<file path="src/hdl/sff_pkg.sv">
// Shared types, constants and helpers of the substring first/last finder.
package sff_pkg;

  // Pattern storage and window geometry.
  localparam int PATTERN_BYTES = 16;
  localparam int CELLS         = PATTERN_BYTES - 1;
  localparam int BYTE_W        = 8;
  localparam int LEN_W         = $clog2(PATTERN_BYTES + 1);
  localparam int PIDX_W        = $clog2(PATTERN_BYTES);
  localparam int CFG_W         = 64;
  localparam int IDX_W         = 2;

  // Text position range.
  localparam int START_W        = 16;
  localparam int POS_W          = START_W + 1;
  localparam logic [POS_W-1:0] TEXT_LIMIT = POS_W'(65536);

  // Configuration register indexes.
  localparam logic [IDX_W-1:0] REG_PATTERN_LOW  = 2'd0;
  localparam logic [IDX_W-1:0] REG_PATTERN_HIGH = 2'd1;
  localparam logic [IDX_W-1:0] REG_PATTERN_LEN  = 2'd2;
  localparam logic [IDX_W-1:0] REG_SEARCH_MODE  = 2'd3;

  // Search mode codes.
  localparam logic MODE_FIRST = 1'b0;
  localparam logic MODE_LAST  = 1'b1;

  // Control shared by every cell of the window.
  typedef struct packed {
    logic shift;
    logic clear;
  } cell_ctrl_t;

  // Per-transfer control for the match tracker.
  typedef struct packed {
    logic accept;
    logic last;
    logic match;
  } track_ctrl_t;

  // Select pattern byte idx from the packed pattern, byte 0 in the low bits.
  function automatic logic [BYTE_W-1:0] pattern_byte(input logic [2*CFG_W-1:0] pat,
                                                     input logic [PIDX_W-1:0] idx);
    pattern_byte = pat[idx*BYTE_W +: BYTE_W];
  endfunction

endpackage

</file>
<file path="src/hdl/sff_text_if.sv">
// Input channel carrying one text byte per transfer.
interface sff_text_if;
  logic                      valid;
  logic                      ready;
  logic [sff_pkg::BYTE_W-1:0] text_byte;
  logic                      end_of_text;

  modport source (output valid, output text_byte, output end_of_text, input ready);
  modport sink   (input valid, input text_byte, input end_of_text, output ready);
endinterface

</file>
<file path="src/hdl/sff_result_if.sv">
// Output channel carrying one search result per text.
interface sff_result_if;
  logic                        valid;
  logic                        ready;
  logic                        found;
  logic [sff_pkg::START_W-1:0] match_start;
  logic                        text_too_long;

  modport source (output valid, output found, output match_start, output text_too_long,
                  input ready);
  modport sink   (input valid, input found, input match_start, input text_too_long,
                  output ready);
endinterface

</file>
<file path="src/hdl/sff_cell.sv">
// One window cell: holds a recent text byte and compares it with a pattern byte.
module sff_cell (
  input  logic                        clk,
  input  logic                        rst,
  input  sff_pkg::cell_ctrl_t         ctrl,
  input  logic [sff_pkg::BYTE_W-1:0]  byte_in,
  input  logic                        valid_in,
  input  logic [sff_pkg::BYTE_W-1:0]  pattern,
  input  logic                        needed,
  output logic [sff_pkg::BYTE_W-1:0]  byte_out,
  output logic                        valid_out,
  output logic                        ok
);

  logic [sff_pkg::BYTE_W-1:0] held;
  logic                       held_valid;

  // The byte is payload; it moves to the neighbor on every transfer.
  always_ff @(posedge clk) begin
    if (ctrl.shift) begin
      held <= byte_in;
    end
  end

  // The valid bit marks a byte of the current text.
  always_ff @(posedge clk) begin
    if (rst || ctrl.clear) begin
      held_valid <= 1'b0;
    end else if (ctrl.shift) begin
      held_valid <= valid_in;
    end
  end

  // A cell outside the pattern length never blocks a match.
  assign ok        = !needed || (held_valid && (held == pattern));
  assign byte_out  = held;
  assign valid_out = held_valid;

endmodule

</file>
<file path="src/hdl/sff_tracker.sv">
// Position counter, occurrence record and result output register.
module sff_tracker (
  input  logic                       clk,
  input  logic                       rst,
  input  sff_pkg::track_ctrl_t       ctrl,
  input  logic [sff_pkg::LEN_W-1:0]  pattern_length,
  input  logic                       search_mode,
  output logic                       in_ready,
  sff_result_if.source               result
);

  logic [sff_pkg::POS_W-1:0]   position, position_next;
  logic                        have_match, have_match_next;
  logic [sff_pkg::START_W-1:0] recorded_start, recorded_start_next;
  logic                        overflow_seen, overflow_seen_next;
  logic                        res_valid;
  logic                        res_found;
  logic [sff_pkg::START_W-1:0] res_start;
  logic                        res_too_long;
  logic                        over;
  logic [sff_pkg::START_W-1:0] start;

  // A waiting result only blocks input when the receiver stalls.
  assign in_ready = !res_valid || result.ready;

  assign over  = (position >= sff_pkg::TEXT_LIMIT);
  assign start = position[sff_pkg::START_W-1:0] + sff_pkg::START_W'(1)
                 - sff_pkg::START_W'(pattern_length);

  // Per-text state update for one transfer.
  always_comb begin
    position_next       = position;
    have_match_next     = have_match;
    recorded_start_next = recorded_start;
    overflow_seen_next  = overflow_seen;
    if (ctrl.accept) begin
      if (over) begin
        overflow_seen_next = 1'b1;
      end else if (ctrl.match &&
                   (search_mode == sff_pkg::MODE_LAST || !have_match)) begin
        recorded_start_next = start;
        have_match_next     = 1'b1;
      end
      if (!over) begin
        position_next = position + sff_pkg::POS_W'(1);
      end
    end
  end

  // Per-text registers, cleared after the final byte.
  always_ff @(posedge clk) begin
    if (rst || (ctrl.accept && ctrl.last)) begin
      position       <= '0;
      have_match     <= 1'b0;
      recorded_start <= '0;
      overflow_seen  <= 1'b0;
    end else begin
      position       <= position_next;
      have_match     <= have_match_next;
      recorded_start <= recorded_start_next;
      overflow_seen  <= overflow_seen_next;
    end
  end

  // Result valid flag.
  always_ff @(posedge clk) begin
    if (rst) begin
      res_valid <= 1'b0;
    end else if (ctrl.accept && ctrl.last) begin
      res_valid <= 1'b1;
    end else if (result.ready) begin
      res_valid <= 1'b0;
    end
  end

  // Result payload, loaded from the state after the final byte.
  always_ff @(posedge clk) begin
    if (ctrl.accept && ctrl.last) begin
      res_found    <= have_match_next;
      res_start    <= have_match_next ? recorded_start_next : '0;
      res_too_long <= overflow_seen_next;
    end
  end

  assign result.valid         = res_valid;
  assign result.found         = res_found;
  assign result.match_start   = res_start;
  assign result.text_too_long = res_too_long;

  // The final byte of a text always yields a result next cycle.
  a_last_gives_result: assert property (@(posedge clk) disable iff (rst)
    (ctrl.accept && ctrl.last) |=> res_valid)
    else $error("final byte did not produce a result");

  // A new text starts counting at zero.
  a_clear_after_last: assert property (@(posedge clk) disable iff (rst)
    (ctrl.accept && ctrl.last) |=> (position == '0 && !have_match && !overflow_seen))
    else $error("per-text state not cleared");

  // The position counter saturates at the text limit.
  a_position_bound: assert property (@(posedge clk) disable iff (rst)
    position <= sff_pkg::TEXT_LIMIT)
    else $error("position beyond text limit");

  // An absent occurrence reports a zero start.
  a_zero_when_absent: assert property (@(posedge clk) disable iff (rst)
    (res_valid && !res_found) |-> (res_start == '0))
    else $error("nonzero start without a match");

  // A stalled input must not be taken while the result waits.
  a_no_accept_on_stall: assert property (@(posedge clk) disable iff (rst)
    (res_valid && !result.ready) |-> !ctrl.accept)
    else $error("input taken while result stalled");

endmodule

</file>
<file path="src/hdl/substring_first_last_finder_unit.sv">
// Top level of the streaming substring finder with first/last occurrence tracking.
//
// The text channel takes one byte per transfer with an end_of_text flag on the
// final byte. The result channel gives one transfer per text: found, the
// zero-based match_start and text_too_long. The pattern (up to 16 bytes), its
// length and the search mode are set through the write port, register index
// 0 pattern low bytes, 1 pattern high bytes, 2 length, 3 mode. The user must
// set them only while idle; the block does not enforce this. The text channel
// takes one byte per cycle. A row of 15 window cells shifts the recent bytes
// on every transfer and compares them in parallel with the pattern, so the
// match decision for a byte is made in the cycle it arrives. The result
// appears in the cycle after the final byte. When the receiver stalls, the
// result is held in the output register and the text channel takes no byte
// until that result has transferred. A synchronous reset clears the
// configuration to zero, empties the window, and drops any pending result.
module substring_first_last_finder_unit (
  input  logic                          clk,
  input  logic                          rst,
  sff_text_if.sink                      text,
  sff_result_if.source                  result,
  input  logic                          write_enable,
  input  logic [sff_pkg::IDX_W-1:0]     write_index,
  input  logic [sff_pkg::CFG_W-1:0]     write_data
);

  logic [sff_pkg::CFG_W-1:0]   pattern_low;
  logic [sff_pkg::CFG_W-1:0]   pattern_high;
  logic [sff_pkg::LEN_W-1:0]   pattern_length;
  logic                        search_mode;
  logic [2*sff_pkg::CFG_W-1:0] pattern;

  sff_pkg::cell_ctrl_t         cell_ctrl;
  sff_pkg::track_ctrl_t        track_ctrl;
  logic                        accept;
  logic                        in_ready;
  logic                        len_ok;
  logic                        head_ok;
  logic                        match;

  logic [sff_pkg::BYTE_W-1:0]  cell_byte  [sff_pkg::CELLS];
  logic [sff_pkg::CELLS-1:0]   cell_valid;
  logic [sff_pkg::CELLS-1:0]   cell_ok;

  // Configuration registers.
  always_ff @(posedge clk) begin
    if (rst) begin
      pattern_low    <= '0;
      pattern_high   <= '0;
      pattern_length <= '0;
      search_mode    <= sff_pkg::MODE_FIRST;
    end else if (write_enable) begin
      case (write_index)
        sff_pkg::REG_PATTERN_LOW:  pattern_low    <= write_data;
        sff_pkg::REG_PATTERN_HIGH: pattern_high   <= write_data;
        sff_pkg::REG_PATTERN_LEN:  pattern_length <= write_data[sff_pkg::LEN_W-1:0];
        sff_pkg::REG_SEARCH_MODE:  search_mode    <= write_data[0];
        default: ;
      endcase
    end
  end

  assign pattern = {pattern_high, pattern_low};

  // Transfer and cell control.
  assign text.ready      = in_ready;
  assign accept          = text.valid && in_ready;
  assign cell_ctrl.shift = accept;
  assign cell_ctrl.clear = accept && text.end_of_text;

  // Window cells; cell j holds the byte j+1 places before the current one.
  for (genvar j = 0; j < sff_pkg::CELLS; j++) begin : g_cell
    logic [sff_pkg::BYTE_W-1:0] byte_in;
    logic                       valid_in;
    logic                       needed;
    logic [sff_pkg::BYTE_W-1:0] pat_sel;

    if (j == 0) begin : g_head
      assign byte_in  = text.text_byte;
      assign valid_in = 1'b1;
    end else begin : g_link
      assign byte_in  = cell_byte[j-1];
      assign valid_in = cell_valid[j-1];
    end

    assign needed  = (pattern_length > sff_pkg::LEN_W'(j + 1));
    assign pat_sel = sff_pkg::pattern_byte(pattern,
                       sff_pkg::PIDX_W'(pattern_length - sff_pkg::LEN_W'(j + 2)));

    sff_cell u_cell (
      .clk       (clk),
      .rst       (rst),
      .ctrl      (cell_ctrl),
      .byte_in   (byte_in),
      .valid_in  (valid_in),
      .pattern   (pat_sel),
      .needed    (needed),
      .byte_out  (cell_byte[j]),
      .valid_out (cell_valid[j]),
      .ok        (cell_ok[j])
    );
  end

  // The current byte must equal the last pattern byte.
  assign len_ok  = (pattern_length != '0) &&
                   (pattern_length <= sff_pkg::LEN_W'(sff_pkg::PATTERN_BYTES));
  assign head_ok = (text.text_byte == sff_pkg::pattern_byte(pattern,
                     sff_pkg::PIDX_W'(pattern_length - sff_pkg::LEN_W'(1))));
  assign match   = len_ok && head_ok && (&cell_ok);

  assign track_ctrl.accept = accept;
  assign track_ctrl.last   = text.end_of_text;
  assign track_ctrl.match  = match;

  sff_tracker u_tracker (
    .clk            (clk),
    .rst            (rst),
    .ctrl           (track_ctrl),
    .pattern_length (pattern_length),
    .search_mode    (search_mode),
    .in_ready       (in_ready),
    .result         (result)
  );

  // Cell valid bits fill from the head of the row without gaps.
  a_valid_contiguous: assert property (@(posedge clk) disable iff (rst)
    ((cell_valid[sff_pkg::CELLS-1:1] & ~cell_valid[sff_pkg::CELLS-2:0]) == '0))
    else $error("window valid bits not contiguous");

  // A match never uses a byte from before the current text.
  a_match_in_window: assert property (@(posedge clk) disable iff (rst)
    (match && pattern_length > sff_pkg::LEN_W'(1)) |->
      cell_valid[sff_pkg::PIDX_W'(pattern_length - sff_pkg::LEN_W'(2))])
    else $error("match reaches outside the window");

  // The window is empty after the final byte of a text.
  a_window_cleared: assert property (@(posedge clk) disable iff (rst)
    (accept && text.end_of_text) |=> (cell_valid == '0))
    else $error("window not cleared after final byte");

endmodule

</file>
<file path="src/flat_wrapper.sv">
// flat-port wrapper written by rule: the top's interface ports become plain ports
module substring_first_last_finder_unit_flat 
  (clk, rst, write_enable, write_index, write_data, text_valid, text_text_byte, text_end_of_text, text_ready, result_valid, result_found, result_match_start, result_text_too_long, result_ready);
  sff_text_if text_i ();
  sff_result_if result_i ();
  input  logic clk;
  input  logic rst;
  input  logic write_enable;
  input  logic [sff_pkg::IDX_W-1:0] write_index;
  input  logic [sff_pkg::CFG_W-1:0] write_data;
  input wire logic [$bits(text_i.valid)-1:0] text_valid;
  input wire logic [$bits(text_i.text_byte)-1:0] text_text_byte;
  input wire logic [$bits(text_i.end_of_text)-1:0] text_end_of_text;
  output wire logic [$bits(text_i.ready)-1:0] text_ready;
  output wire logic [$bits(result_i.valid)-1:0] result_valid;
  output wire logic [$bits(result_i.found)-1:0] result_found;
  output wire logic [$bits(result_i.match_start)-1:0] result_match_start;
  output wire logic [$bits(result_i.text_too_long)-1:0] result_text_too_long;
  input wire logic [$bits(result_i.ready)-1:0] result_ready;
  assign text_i.valid = text_valid;
  assign text_i.text_byte = text_text_byte;
  assign text_i.end_of_text = text_end_of_text;
  assign text_ready = text_i.ready;
  assign result_valid = result_i.valid;
  assign result_found = result_i.found;
  assign result_match_start = result_i.match_start;
  assign result_text_too_long = result_i.text_too_long;
  assign result_i.ready = result_ready;
  substring_first_last_finder_unit u_core (.clk(clk), .rst(rst), .text(text_i), .result(result_i), .write_enable(write_enable), .write_index(write_index), .write_data(write_data));
endmodule
</file>
<file path="config.mk">
export PLATFORM = sky130hd
export DESIGN_NAME = substring_first_last_finder_unit_flat
export DESIGN_NICKNAME = d
export VERILOG_FILES = /design/src/hdl/sff_pkg.sv /design/src/hdl/sff_text_if.sv /design/src/hdl/sff_result_if.sv /design/src/hdl/sff_cell.sv /design/src/hdl/sff_tracker.sv /design/src/hdl/substring_first_last_finder_unit.sv /design/src/flat_wrapper.sv
export SDC_FILE = /design/constraint.sdc
export NUM_CORES = 1
export LEC_CHECK = 0
export ABC_CLOCK_PERIOD_IN_PS = 13100
export BUFFER_PORTS_ARGS = -buffer_cell sky130_fd_sc_hd__clkbuf_2
export CORE_UTILIZATION = 24
export DETAILED_ROUTE_END_ITERATION = 10
export PLACE_DENSITY_LB_ADDON = 0.2
export SYNTH_ARGS = -nofsm -noshare
export SYNTH_HDL_FRONTEND = slang
export SYNTH_SLANG_ARGS = --single-unit
</file>
<file path="constraint.sdc">
create_clock -name clk -period 13.1 [get_ports clk]
set_input_delay 2.62 -clock clk [delete_from_list [all_inputs] [get_ports clk]]
set_output_delay 2.62 -clock clk [all_outputs]
set_load 0.03 [all_outputs]
</file>
# [Yosys cells after proc, flatten, opt, wreduce, memory -nomap -nowiden]
# Index checks and enable logic that the tools add are counted.
[classes] shift=16 addsub=19 n_eq_ne=19 n_mux=10 reduce_logical=65 n_bitwise=1 magnitude_cmp=17
[ops] operator="$shiftx 128x8->8" n=16
[ops] operator="$eq 8x8->1" n=16
[ops] operator="$mux 16" n=3
[ops] operator="$gt 5x4->1 const B" n=8
[ops] operator="$sub 4x4->4 const B" n=8
[ops] operator="$logic_and 1x1->1" n=21
[ops] operator="$gt 5x3->1 const B" n=4
[ops] operator="$logic_or 1x1->1" n=18
[ops] operator="$add 17x1->17 const B" n=1
[ops] operator="$ge 17x17->1 const B" n=1
[ops] operator="$logic_not 1->1" n=17
[ops] operator="$add 16x1->16 const B" n=1
[ops] operator="$sub 16x5->16" n=1
[ops] operator="$sub 4x3->4 const B" n=4
[ops] operator="$reduce_and 15->1" n=1
[ops] operator="$gt 5x2->1 const B" n=2
[ops] operator="$reduce_and 2->1" n=5
[ops] operator="$sub 4x1->4 const B" n=2
[ops] operator="$sub 4x2->4 const B" n=2
[ops] operator="$mux 1" n=7
[ops] operator="$gt 5x1->1 const B" n=1
[ops] operator="$le 5x5->1 const B" n=1
[ops] operator="$reduce_bool 5->1" n=1
[ops] operator="$eq 2x2->1 const B" n=2
[ops] operator="4 further kinds" n=4
[totals] output_inout_bits=20 input_bits=80 reg_bits=323 elab_cells=189

# [Depth between registers and ports, before layout]
# Gate-level depths: netlist of the first run.
[depth] ltp_word=11 depth_mapped=23

# [By module]
# A second synthesis of the first run with hierarchy kept.
[hier_totals] cells_unflattened=1722 area_unflattened_um2=20106.8
[by_module_without_submodules] module="substring_first_last_finder_unit" cells_per_inst=1037 seq_area_each_um2=2682.6 n_inst=1 area_per_inst_um2=11305.8
[by_module_without_submodules] module="sff_cell" cells_per_inst=23 seq_area_each_um2=260.2 n_inst=15 area_per_inst_um2=372.9
[by_module_without_submodules] module="sff_tracker" cells_per_inst=340 seq_area_each_um2=1261.2 n_inst=1 area_per_inst_um2=3208.1

# [Worst setup path before layout of the first run]
# OpenSTA, ideal clock, no wires.
[synth_path] path_kind="in2reg" from="input result_ready" to="register u_core.g_cell[0].u_cell.held, in the netlist u_core.g_cell[0].u_cell.byte_out[0], enable pin" slack_ns=5.781 setup_ns=0.531 required_time_ns=12.569 path_buffers=1 arrival_ns=6.788 path_stages=4 cell_sequence="nand2b_1 > nand2_1 > clkinv_1 > clkbuf_1"
[synth_between] elab_chain_len=2
[synth_rtl] item="start: declaration" line_no="flat_wrapper.sv:19" text="input wire logic [$bits(result_i.ready)-1:0] result_ready;"
[synth_rtl] item="$logic_or 1x1->1" line_no="sff_tracker.sv:24" text="assign in_ready = !res_valid || result.ready;"
[synth_rtl] item="$logic_and 1x1->1" line_no="substring_first_last_finder_unit.sv:66" text="assign accept = text.valid && in_ready;"
[synth_rtl] item="net u_core.accept" line_no="substring_first_last_finder_unit.sv:34" text="logic accept;"
[synth_rtl] item="end signal: assignment" line_no="sff_cell.sv:21" text="held <= byte_in;"
[synth_rtl] item="end: declaration" line_no="sff_cell.sv:15" text="logic [sff_pkg::BYTE_W-1:0] held;"
# The timed path passes the listed nets, and every way through them passes these cells.
# A chain may end at the register's enable or synchronous reset.

# [Final worst setup path of the first run]
[layout_path] from="register u_core.pattern_length[0] (netlist name)" to="register u_core.u_tracker.res_start, in the netlist u_core.u_tracker.result.match_start[1] (data pin)"
[layout_between] elab_chain_len=11 elab_cells_between_ends=122 classes_between="add/sub (17); order compare (16); eq/ne (16); shift (16); mux (6); reduce/logical (51)"
[layout_rtl] item="start: declaration" line_no="substring_first_last_finder_unit.sv:28" text="logic [sff_pkg::LEN_W-1:0] pattern_length;"
[layout_rtl] item="start signal: assignment" line_no="substring_first_last_finder_unit.sv:55" text="sff_pkg::REG_PATTERN_LEN: pattern_length <= write_data[sff_pkg::LEN_W-1:0];"
[layout_rtl] item="$sub 4x1->4, or another cell as far along" line_no="substring_first_last_finder_unit.sv:87" text="sff_pkg::PIDX_W'(pattern_length - sff_pkg::LEN_W'(j + 2)));"
[layout_rtl] item="$shiftx 128x8->8" line_no="sff_pkg.sv:44" text="pattern_byte = pat[idx*BYTE_W +: BYTE_W];"
[layout_rtl] item="$eq 8x8->1" line_no="sff_cell.sv:35" text="assign ok = !needed || (held_valid && (held == pattern));"
[layout_rtl] item="$logic_and 1x1->1" line_no="sff_cell.sv:35"
[layout_rtl] item="$logic_or 1x1->1" line_no="sff_cell.sv:35"
[layout_rtl] item="$reduce_and 15->1" line_no="substring_first_last_finder_unit.sv:108" text="assign match = len_ok && head_ok && (&cell_ok);"
[layout_rtl] item="$logic_and 1x1->1" line_no="substring_first_last_finder_unit.sv:108"
[layout_rtl] item="$logic_and 1x1->1" line_no="sff_tracker.sv:39" text="end else if (ctrl.match &&"
[layout_rtl] item="$mux 16 or $mux 1 (tied branches)" line_no="sff_tracker.sv:39"
[layout_rtl] item="$mux 16 or $mux 1 (tied branches)" line_no="sff_tracker.sv:37" text="if (over) begin"
[layout_rtl] item="$mux 16 or $mux 1 (tied branches)" line_no="sff_tracker.sv:36" text="if (ctrl.accept) begin"
[layout_rtl] item="end signal: assignment" line_no="sff_tracker.sv:80" text="res_start <= have_match_next ? recorded_start_next : '0;"
[layout_rtl] item="end: declaration" line_no="sff_tracker.sv:18" text="logic [sff_pkg::START_W-1:0] res_start;"
# Parallel ways exist; a longest one is shown, timed or not.

==> summary.md, run 1 <==
| Metric | Value |
|---|---|
| CP Cell Sequence | buf_4, buf_4, mux4_2, mux4_2, xnor2_1, nand4_1, a2111oi_0, nand2_1, a2111oi_2, nand4_2, nor2_4, a22o_1 |
| #FFs+latches synth | 323 |
| Syn Inst Count | between 1500 and 2000 |
| Via Count | 16930 |
| Largest family of logic cells by synthesized area | multiplexers |
| Synth Area in Simple Gates | 10.69% |
| WP depth | 12 |
| Total Wirelength | 82290 um |
| Clock root cell | clkbuf_16 |
| RSZ-0062 raised after global routing | false |
| Power Density | 110.0 nW/um2 |
| Horiz. Die Dim | roughly 300 um |
| Synth warn | 0 |
| CTS sink count | ~320 |
| Final setup viols | 0 |
| CTS tree | built |
| Post-route ant nets | 0 |
| Hold Fails Final Rpt | 0 |
| Placer Congestion | 0.9086 |
| Area contributors post-synth | mux4_2 (22%), edfxtp_1 (19%), dfxtp_1 (17%) |
| Xor/xnor share of the synthesized area | 7.202% |
| Core ar. | 90150 um2 |
| Starting Density | 24.24% |
| CTS Buffer Depth | 3 |
| Maximum vdd ir drop | 0.08157 mV |
| Setup bufs post-CTS | 0 |
| Buffers on Ports | 99 |
| Design Area, Final | about 25000 um2 |
| Post-DR wirelength/cell | approximately 26 um |
| Io pins | 100 |
| Crit path buf inv count | 2 |
| Synth Area in Adders | 2.954% |
| DRC Markers | 0 |
| Number of H-tree levels | 2 |
| First-pass GRT wire length | 118000 um |
| Post-placement cell area | roughly 23000 um2 |
| Failing checks | capacitance limit |
| P_leak | 0.008172 uW |
| Syn-to-layout area delta | 13.84% |
| Pin count of the biggest net entering global routing | 97 |
| Post-route clock period utilization | 53.96% |
| Layout cell share with drive strength beyond 1 | between 20 and 25% |
| Hold Path Depth | 0 |
| Total negative slack | 0 ps |
| Dominant cell type by area after synthesis | mux4_2 |
| CP Launch Type | flop |
| F_max | around 140 MHz |
| Vias/cell | 5.267 |
| DIE AREA | just over 90000 um2 |
| Commonest non-fill, non-tap cell in the layout | nand2_1 |
| Complex-gate fraction of the synthesized area | 9.223% |
| Gr ovfl total | 0 |
| Post-synth top flop | dfxtp_1 |
| Worst-Skew Late Latency | a little under 600 ps |
| Total GRT Usage | 17.42% |
| Max stage delay on crit path | about 1100 ps |
| Synth top area share | 21.85% |
| Post-synth EDFFs | 138 |
| Synth Cell Area | 21860 um2 |
| Post-synth cell types | 74 |
| Reg2reg path depth | 12 |
| Status | finished, violations left |
| Initial detailed-routing violation count | 1505 |
| Row cnt | 110 |
| Net total in the final layout | 2139 |
| Most frequent cells in the layout | nand2_1 (337), mux4_2 (212), a21oi_1 (184) |
| Die Height | 303.8 um |
| Max Fanout on Critical Path | 59 |
| Crit-path slowest cell | a2111oi_0 |
| TritonRoute pass-1 iters | 5 |
| Mux share of post-synthesis cell area | 30.33% |
| Worst slew margin | 2.823% |
| Max Slew Vio Count | 0 |
| Worst Path Arrival | 7520 ps |
| Cts repair resizes | 0 |
| Post-CTS Hold Buffers | 0 |
| Worst setup EP type | flop |
| Ant. Diodes | 0 |
| Clock skew | 27.88 ps |
| Number of CTS-inserted buffers | 40 |
| Max-Cap Viols | 1 |
| Placed wire-length estimate | between 60000 and 70000 um |
| Worst Path Required | 13550 ps |
| Sequential-to-total area share from yosys stat | between 30% and 40% |
| Kind of critical path | flop to flop |
| Syn_nets | around 2100 |
| Critical path's top delay family | compound AO/OA/AOI/OAI gates |
| Hold WC Path Type | flop to flop |
| Syn Area/Cell | 11.09 um2 |
| Worst-margin pin slew | 1421 ps |
| Post-synthesis async set-or-reset flop share | 0% |
| Number of global-route vias before repair | between 15000 and 20000 |
| Final min period | 7068 ps |
| Initial antenna violation count | 0 |
| Worst-path clk slew | 70 ps |
-- through the flow --
stage / power [uW] / util, % / instances / hold slack, ps / worst slack, ps
6_report: 2737 / 27.60 / 3215 / 459.6 / 6032
5_1_grt: 2834 / 27.60 / 3215 / 469.1 / 5579
4_1_cts: 2773 / 27.60 / 3215 / 435.2 / 5999
3_5_place_dp: 1564 / 26.04 / 3142 / 455.4 / 6006
3_3_place_gp: 1559 / 26.03 / 3141 / 453.8 / 6113
2_1_floorplan: 1414 / - / 1970 / 436.6 / 5781
-- sequential cells by signal (all words and copies together) (netlist names), 5 cells and up --
register,cells
u_core.g_cell.u_cell.byte_out,120
u_core.pattern_length,5
u_core.pattern_high,64
u_core.pattern_low,64
u_core.u_tracker.recorded_start,16
u_core.u_tracker.result.match_start,16
u_core.u_tracker.position,17
u_core.g_cell.u_cell.valid_out,15
-- final timing paths --
path	from	end	slack (ps)
max	u_core.pattern_length[0]	u_core.u_tracker.result.match_start[1]	6030
min	u_core.g_cell[9].u_cell.byte_out[4]	u_core.g_cell[10].u_cell.byte_out[4]	460
max reg2reg	u_core.pattern_length[0]	u_core.u_tracker.result.match_start[1]	6030
min reg2reg	u_core.g_cell[9].u_cell.byte_out[4]	u_core.g_cell[10].u_cell.byte_out[4]	460
-- cell type report --
class,count,area [um2]
fillers,9311,65270
multi-input cells,1483,13300
flip-flops and latches,323,7859
well taps,1176,1471
clock buffers,59,1205
repair buffers,129,725.7
clock inverters,14,202.7
inverters,31,121.4
-- where the power goes --
part / switching (uW) / internal, uW
Clock: 488 / 706
Combinational: 230 / 153
Sequential: 63.5 / 1100
-- layer usage --
layer / track usage (%) / up-vias / wire [um]
li1: - / 7496 / -
met1: 24.06 / 8732 / 36500
met2: 27.85 / 610 / 38090
met3: 2.166 / 96 / 4711
met4: 6.446 / 0 / 2990
met5: 0 / - / 0
-- cell usage after synthesis, drive strengths merged (8+ instances only) --
library cell	number
nor2b	10
xor2	80
a31oi	13
xnor2	98
nor3	16
nand4	17
a21oi	184
nand2b	8
nor4	13
buf	66
clkbuf	67
inv	29
mux4	212
dfxtp	185
ha	50
o22ai	15
mux2i	183
nor2	48
a2111oi	8
o21ai	36
and3	8
edfxtp	138
nand2	337
nand3	36
a22o	20
-- worst reg2reg max path: cells and delay by family (launching register included) --
| kind | cells | cell delay [ps] |
|---|---|---|
| AOI/OAI and AO/OA | 3 | 1760 |
| xor gates and xnor gates | 1 | 340 |
| buffers and inverters | 2 | 1650 |
| DFF | 1 | 650 |
| muxes | 2 | 1190 |
| and+or+nand+nor | 4 | 1330 |
-- cells by family after synthesis --
logic type / after synthesis
AO/OA/AOI/OAI: 332
XOR/XNOR: 178
adder cells (fa/ha/maj): 51
buffers and inverters: 164
flip-flops: 323
multiplexers: 397
AND/OR/NAND/NOR: 525
(Power assumes the default switching activity.)
==> run 2: changes to the inputs <==
--- a/config.mk
+++ b/config.mk
@@ -5,7 +5,7 @@
 export SDC_FILE = /design/constraint.sdc
 export NUM_CORES = 1
 export LEC_CHECK = 0
-export ABC_CLOCK_PERIOD_IN_PS = 13100
+export ABC_CLOCK_PERIOD_IN_PS = 6900
 export BUFFER_PORTS_ARGS = -buffer_cell sky130_fd_sc_hd__clkbuf_2
 export CORE_UTILIZATION = 24
 export DETAILED_ROUTE_END_ITERATION = 10
==> constraint.sdc (replaced) <==
create_clock -name clk -period 6.9 [get_ports clk]
set_input_delay 1.38 -clock clk [delete_from_list [all_inputs] [get_ports clk]]
set_output_delay 1.38 -clock clk [all_outputs]
set_load 0.03 [all_outputs]
==> run 2 against run 1 <==
Against the previous run:
- the flow now finishes without violations
- clock skew grew 5.8 ps
- worst setup slack lost 5100 ps
- routed wire length grew 4.8%
- critical path depth grew 1
- hold slack lost 1.2 ps
- first-iteration DRC count grew 15%
- clock-buffer cell count shrank 1
- cell count grew 0.28%
- total power grew 83%
- clock power grew 72%
- non-clock buffer count grew 10
- sequential cell count is the same
- critical endpoint is now u_core.u_tracker.result.match_start[9]
- highest routed layer unchanged
==> summary.md, run 2 (synthesis results as in run 1) <==
| Metric | Value |
|---|---|
| Worst-Skew Late Latency | 600 ps (about the same) |
| CTS tree | built |
| Cts repair resizes | 0 (unchanged) |
| First-pass GRT wire length | 123100 um (+4.3%) |
| Net total in the final layout | 2148 (+0.42%) |
| HP Start | u_core.g_cell[12].u_cell.byte_out[0] |
| Syn-to-layout area delta | 13.54% |
| Hold WC Path Type | flop to flop |
| Clock root cell | clkbuf_16 |
| RSZ-0062 raised after global routing | false |
| Max reg flops | 120 (unchanged) |
| Post-Place Worst Slack | 926.1 ps (-5080 ps) |
| TritonRoute pass-1 iters | 5 (unchanged) |
| Worst-path clk slew | 70 ps (about the same) |
| Post-route clock period utilization | 86.05% (+32 points) |
| Placer Congestion | 0.9571 (+5.3%) |
| Buffers on Ports | 99 (unchanged) |
| P_leak | 0.008142 uW (-0.37%) |
| PnR worst setup slack | 962.8 ps (-5069 ps) |
| F_max | 168.4 MHz (+19%) |
| Worst Path Arrival | 6400 ps (-1120 ps) |
| Maximum vdd ir drop | 0.1541 mV (+89%) |
| Io pins | 100 (unchanged) |
| Design Area, Final | 24820 um2 (-0.27%) |
| Ant. Diodes | 0 (unchanged) |
| Initial antenna violation count | 2 (+2) |
| Final min period | 5937 ps (-1131 ps) |
| Vias/cell | 5.299 (+0.60%) |
| CP Cell Sequence | buf_12, ha_1, xor2_2, mux2i_1, mux2i_1, xnor2_1, o2111ai_1, nor4_1, a41oi_1, nand2_1, nand4_2, nor2_4, a22o_1 |
| Post-DR wirelength/cell | 26.75 um (+4.5%) |
| Placed wire-length estimate | 66900 um (+5.3%) |
| Starting Density | 24.24% (unchanged) |
| Setup bufs post-CTS | 0 (unchanged) |
| Clock skew | 33.70 ps (+5.815 ps) |
| Total GRT Usage | 18.36% (+0.94 points) |
| Post-placement cell area | 23570 um2 (+0.41%) |
| Total negative slack | 0 ps (unchanged) |
| Row cnt | 110 (unchanged) |
| Hold path endpoint | u_core.g_cell[13].u_cell.byte_out[0] |
| Worst slew margin | 19.73% (+17 points) |
| Layout cell share with drive strength beyond 1 | 22.02% (-0.048 points) |
| Hold Path Depth | 0 (unchanged) |
| Post-CTS Hold Buffers | 0 (unchanged) |
| Via Count | 17080 (+0.89%) |
| Crit path buf inv count | 1 (-1) |
| Cell mode on critical path | mux2i_1 |
| CTS sink count | 323 (unchanged) |
| Max stage delay on crit path | 950 ps (-170 ps) |
| Worst setup EP type | flop |
| Gr ovfl total | 0 (unchanged) |
| Commonest non-fill, non-tap cell in the layout | nand2_1 |
| Power Density | 201.4 nW/um2 (+83%) |
| Final setup viols | 0 (unchanged) |
| Post-route ant nets | 0 (unchanged) |
| Max-Cap Viols | 0 (-1) |
| Most frequent cells in the layout | nand2_1 (337), mux4_2 (212), a21oi_1 (184) |
| DRC Markers | 0 (unchanged) |
| Number of global-route vias before repair | 16590 (+1.9%) |
| Status | complete, no violations |
| Total Wirelength | 86230 um (+4.8%) |
| Critical path's top delay family | simple AND/OR/NAND/NOR gates |
| Max Fanout on Critical Path | 117 (+98%) |
| Initial detailed-routing violation count | 1730 (+15%) |
| Number of CTS-inserted buffers | 39 (-2.5%) |
| Worst Path Required | 7360 ps (-6190 ps) |
| Number of H-tree levels | 2 (unchanged) |
| Critical R2R Launch | u_core.pattern_length[1] |
| Max Slew Vio Count | 0 (unchanged) |
| Crit-path slowest cell | xor2_2 |
| Die Height | 303.8 um (unchanged) |
| R2r endpoint | u_core.u_tracker.result.match_start[9] |
| CP Launch Type | flop |
| Pin count of the biggest net entering global routing | 118 (+22%) |
| Reg2reg path depth | 13 (+1) |
| Horiz. Die Dim | 303.8 um (unchanged) |
| Final core utilization | 27.53% (-0.074 points) |
| R2R setup slack | 960 ps (-5070 ps) |
| Worst-margin pin slew | 1203 ps (-217.9 ps) |
| Core ar. | 90150 um2 (unchanged) |
| DIE AREA | 92280 um2 (unchanged) |
| CTS Buffer Depth | 3 (unchanged) |
| Hold Fails Final Rpt | 0 (unchanged) |
| Kind of critical path | flop to flop |
run 2: layer usage:
metal	up-vias	global-route usage, %	part of all wire, %
met5	-	0	0
met4	0	8.204	4.8
met3	149	2.465	6.2
met2	689	28.79	45
met1	8724	25.17	44
li1	7522	-	-
run 2: layout make-up:
type,instances,area [um2]
Sequential cell,323,7859
Tap cell,1176,1471
Inverter,31,121.4
Multi-Input combinational cell,1483,13280
Timing Repair Buffer,139,835.8
Fill cell,9309,65330
Clock inverter,14,143.9
Clock buffer,58,1102
run 2: how the worst max path moves through the flow:
stage / slack [ps] / depth (start not counted) / endpoint / startpoint
2_1_floorplan: 820 / 4 / u_core.g_cell[0].u_cell.byte_out[0] / result_ready
3_3_place_gp: 720 / 13 / u_core.u_tracker.result.match_start[13] / u_core.pattern_length[0]
3_5_place_dp: 930 / 13 / u_core.u_tracker.result.match_start[7] / u_core.pattern_length[1]
4_1_cts: 910 / 13 / u_core.u_tracker.result.match_start[9] / u_core.pattern_length[1]
5_1_grt: 560 / 13 / u_core.u_tracker.result.match_start[13] / u_core.pattern_length[1]
6_report: 960 / 13 / u_core.u_tracker.result.match_start[9] / u_core.pattern_length[1]
run 2: through the flow:
| stage | hold WS (ps) | total power (uW) | std cells |
|---|---|---|---|
| 2_1_floorplan | 436.6 | 2685 | 1970 |
| 3_3_place_gp | 456.3 | 2981 | 3150 |
| 3_5_place_dp | 457.8 | 2984 | 3152 |
| 4_1_cts | 456.5 | 5061 | 3224 |
| 5_1_grt | 472.0 | 5182 | 3224 |
| 6_report | 458.4 | 4998 | 3224 |
run 2: worst reg2reg max path, delay by kind of cell (launching register included):
kind / cells / cell delay (ps)
buffers and inverters: 1 / 550
xor gates and xnor gates: 2 / 1320
and+or+nand+nor: 4 / 1890
DFF: 1 / 360
adders and majority gates: 1 / 530
muxes: 2 / 530
AOI/OAI and AO/OA: 3 / 620
run 2: power breakdown:
part           total (uW)  leakage [uW]  switching (uW)  internal (uW)
Combinational         736       0.00469             441            295
Sequential           2210       0.00284             129           2080
Clock                2050      0.000608             891           1160
==> run 3: changes to the inputs <==
--- a/config.mk
+++ b/config.mk
@@ -7,8 +7,10 @@
 export LEC_CHECK = 0
 export ABC_CLOCK_PERIOD_IN_PS = 6900
 export BUFFER_PORTS_ARGS = -buffer_cell sky130_fd_sc_hd__clkbuf_2
+export CORE_ASPECT_RATIO = 0.5
 export CORE_UTILIZATION = 24
 export DETAILED_ROUTE_END_ITERATION = 10
+export GPL_TIMING_DRIVEN = 0
 export PLACE_DENSITY_LB_ADDON = 0.2
 export SYNTH_ARGS = -nofsm -noshare
 export SYNTH_HDL_FRONTEND = slang
==> run 3 against run 2 <==
Against the previous run:
- register-to-register slack got worse by 930 ps
- sequential share of layout area is 0.50 points lower
- cell count increased by 3.0%
- final area up 1.5%
- critical path depth increased by 6
- non-clock buffer count increased by 94
- maximum frequency down 14%
- total power increased by 1.6%
- first-iteration DRC count rose by 17%
==> summary.md, run 3 (synthesis results as in run 1) <==
| Metric | Value |
|---|---|
| Row cnt | 77 (-30%) |
| Commonest non-fill, non-tap cell in the layout | nand2_1 |
| Worst setup EP type | flop |
| Initial antenna violation count | 4 (+2) |
| Worst Path Required | 7250 ps (-110 ps) |
| Clock skew | 39.45 ps (+5.754 ps) |
| Initial detailed-routing violation count | 2027 (+17%) |
| Vias/cell | 5.453 (+2.9%) |
| P_int | 3585 uW (+1.4%) |
| GR Util met3 | 5.139% (+2.7 points) |
| Clk network pwr share | 40.9% (about the same) |
| DIE AREA | 92350 um2 (about the same) |
| Max Slew Vio Count | 0 (unchanged) |
| HP Start | u_core.g_cell[11].u_cell.byte_out[7] |
| Post-route ant nets | 0 (unchanged) |
| Worst Path Arrival | 7220 ps (+820 ps) |
| First-pass GRT wire length | 137900 um (+12%) |
| Busiest layer in global routing | met2 |
| Core ar. | 89210 um2 (-1.0%) |
| Kind of critical path | flop to flop |
| Worst slew margin | 11.76% (-8.0 points) |
| Post-placement cell area | 23870 um2 (+1.3%) |
| Starting Density | 24.50% (+0.25 points) |
| Met1 usage in global routing | 29.64% (+4.5 points) |
| Net total in the final layout | 2238 (+4.2%) |
| Max Fanout on Critical Path | 15 (-87%) |
| Syn-to-layout area delta | 15.22% |
| Most frequent cells in the layout | nand2_1 (337), mux4_2 (212), a21oi_1 (184), dfxtp_1 (184), mux2i_1 (183) |
| Total GRT Usage | 21.28% (+2.9 points) |
| Max reg flops | 120 (unchanged) |
| Max-Cap Viols | 0 (unchanged) |
| P_leak | 0.008327 uW (+2.3%) |
| Final min period | 6868 ps (+930.6 ps) |
| Switching Share | 29.41% (+0.18 points) |
| Placer Congestion | 1.058 (+11%) |
| CP Launch Type | flop |
| Via Count | 18120 (+6.0%) |
| Switch Pwr | 1494 uW (+2.3%) |
| Pin count of the biggest net entering global routing | 69 (-42%) |
| Io pins | 100 (unchanged) |
| Post-CTS Hold Buffers | 0 (unchanged) |
| Post-route clock period utilization | 99.53% (+13 points) |
| Placed wire-length estimate | 80160 um (+20%) |
| Critical R2R Launch | u_core.pattern_length[2] |
| Worst-path clk slew | 60 ps (about the same) |
| Total Wirelength | 100200 um (+16%) |
| Maximum vdd ir drop | 0.1471 mV (-4.5%) |
| Seq pwr share | 43.6% (-0.6 points) |
| Design Area, Final | 25180 um2 (+1.5%) |
| Gr ovfl total | 0 (unchanged) |
| R2R setup slack | 30 ps (-930 ps) |
| Hold Path Depth | 0 (unchanged) |
| Worst-Skew Late Latency | 600 ps (about the same) |
| R2r endpoint | u_core.u_tracker.result.match_start[9] |
| Hold path endpoint | u_core.g_cell[12].u_cell.byte_out[7] |
| Number of H-tree levels | 2 (unchanged) |
| TritonRoute pass-1 iters | 5 (unchanged) |
| Final setup viols | 0 (unchanged) |
| Power Density | 201.7 nW/um2 (+0.14%) |
| GRT met2 Usage | 31.62% (+2.8 points) |
| Die Height | 215.4 um (-29%) |
| Layout cell share with drive strength beyond 1 | 21.79% (-0.23 points) |
| Clock root cell | clkbuf_16 |
| Setup bufs post-CTS | 0 (unchanged) |
| Hold Fails Final Rpt | 0 (unchanged) |
| Status | complete, no violations |
| RSZ-0062 raised after global routing | false |
| Hold WC Path Type | flop to flop |
| Combinational share of power | 15.5% (+0.8 points) |
| Post-DR wirelength/cell | 30.16 um (+13%) |
| Reg2reg path depth | 19 (+6) |
| Number of CTS-inserted buffers | 35 (-10%) |
| Buffers on Ports | 98 (-1.0%) |
| CTS tree | built |
| CTS Buffer Depth | 3 (unchanged) |
| Horiz. Die Dim | 428.8 um (+41%) |
| Number of global-route vias before repair | 17030 (+2.7%) |
| F_max | 145.6 MHz (-14%) |
| Worst-margin pin slew | 1324 ps (+120.6 ps) |
| CTS sink count | 323 (unchanged) |
| DRC Markers | 0 (unchanged) |
| Worst hold slack | 457.5 ps (-0.8690 ps) |
run 3: per-layer routing:
layer | vias to the layer above | part of all wire, %
met5 | - | 0.026
met4 | 2 | 4.4
met3 | 191 | 9.5
met2 | 931 | 43
met1 | 9285 | 43
li1 | 7707 | -
run 3: critical path, cell delays in order (launching register included):
cell and delay [ps]:
dfxtp_1 540, buf_2 400, inv_1 270, buf_2 390
ha_1 460, buf_4 260, buf_4 270, buf_2 430
mux4_2 480, xor2_1 260, o221ai_1 230, o41ai_1 500
and4_2 470, nand3_1 170, a2111oi_4 510, and4_1 250
buf_4 180, a21boi_4 120, buf_6 190, a22o_1 200
run 3: worst max path at each step:
stage / cells after the start / end / startpoint
after global placement: 18 / u_core.u_tracker.result.match_start[9] / u_core.pattern_length[0]
after CTS: 21 / u_core.u_tracker.result.match_start[9] / u_core.pattern_length[0]
after floorplan: 4 / u_core.g_cell[0].u_cell.byte_out[0] / result_ready
final: 19 / u_core.u_tracker.result.match_start[9] / u_core.pattern_length[2]
after global routing: 22 / u_core.u_tracker.result.match_start[9] / u_core.pattern_length[1]
after detailed placement: 19 / u_core.u_tracker.result.match_start[9] / u_core.pattern_length[0]
run 3: through the flow:
step	cells	setup TNS, ps	utilization (%)	setup slack (ps)	power (uW)
6_report	3322	0	28.23	32.19	5079
4_1_cts	3319	0	28.20	73.28	5116
5_1_grt	3319	0	28.22	0.6621	5244
3_3_place_gp	3253	-190870	26.71	-1803	3028
3_5_place_dp	3256	-25180	26.76	-854.5	3022
2_1_floorplan	1970	0	-	820.9	2685
run 3: what timing repair did:
action	4_1_cts	5_1_grt
endpoints found under the hold margin	0	0
resized for setup	14	6
setup endpoints to repair	34	26
run 3: power groups by stage:
stage                     Clock (uW)  Sequential, uW  Combinational (uW)
after CTS                       2130            2210                 778
after global placement             0            2260                 770
after global routing            2200            2210                 828
final                           2080            2210                 788
after detailed placement           0            2250                 774
after floorplan                    0            2190                 495
run 3: final cells by class:
cell class | instances | area, um2
Antenna cell | 3 | 7.507
Buffer | 132 | 709.4
Clock buffer | 49 | 978.4
Clock inverter | 15 | 272.8
Fill cell | 9249 | 64030
Inverter | 31 | 116.4
Multi-Input combinational cell | 1483 | 13240
Sequential cell | 323 | 7849
Tap cell | 1185 | 1483
Timing Repair Buffer | 101 | 528.0
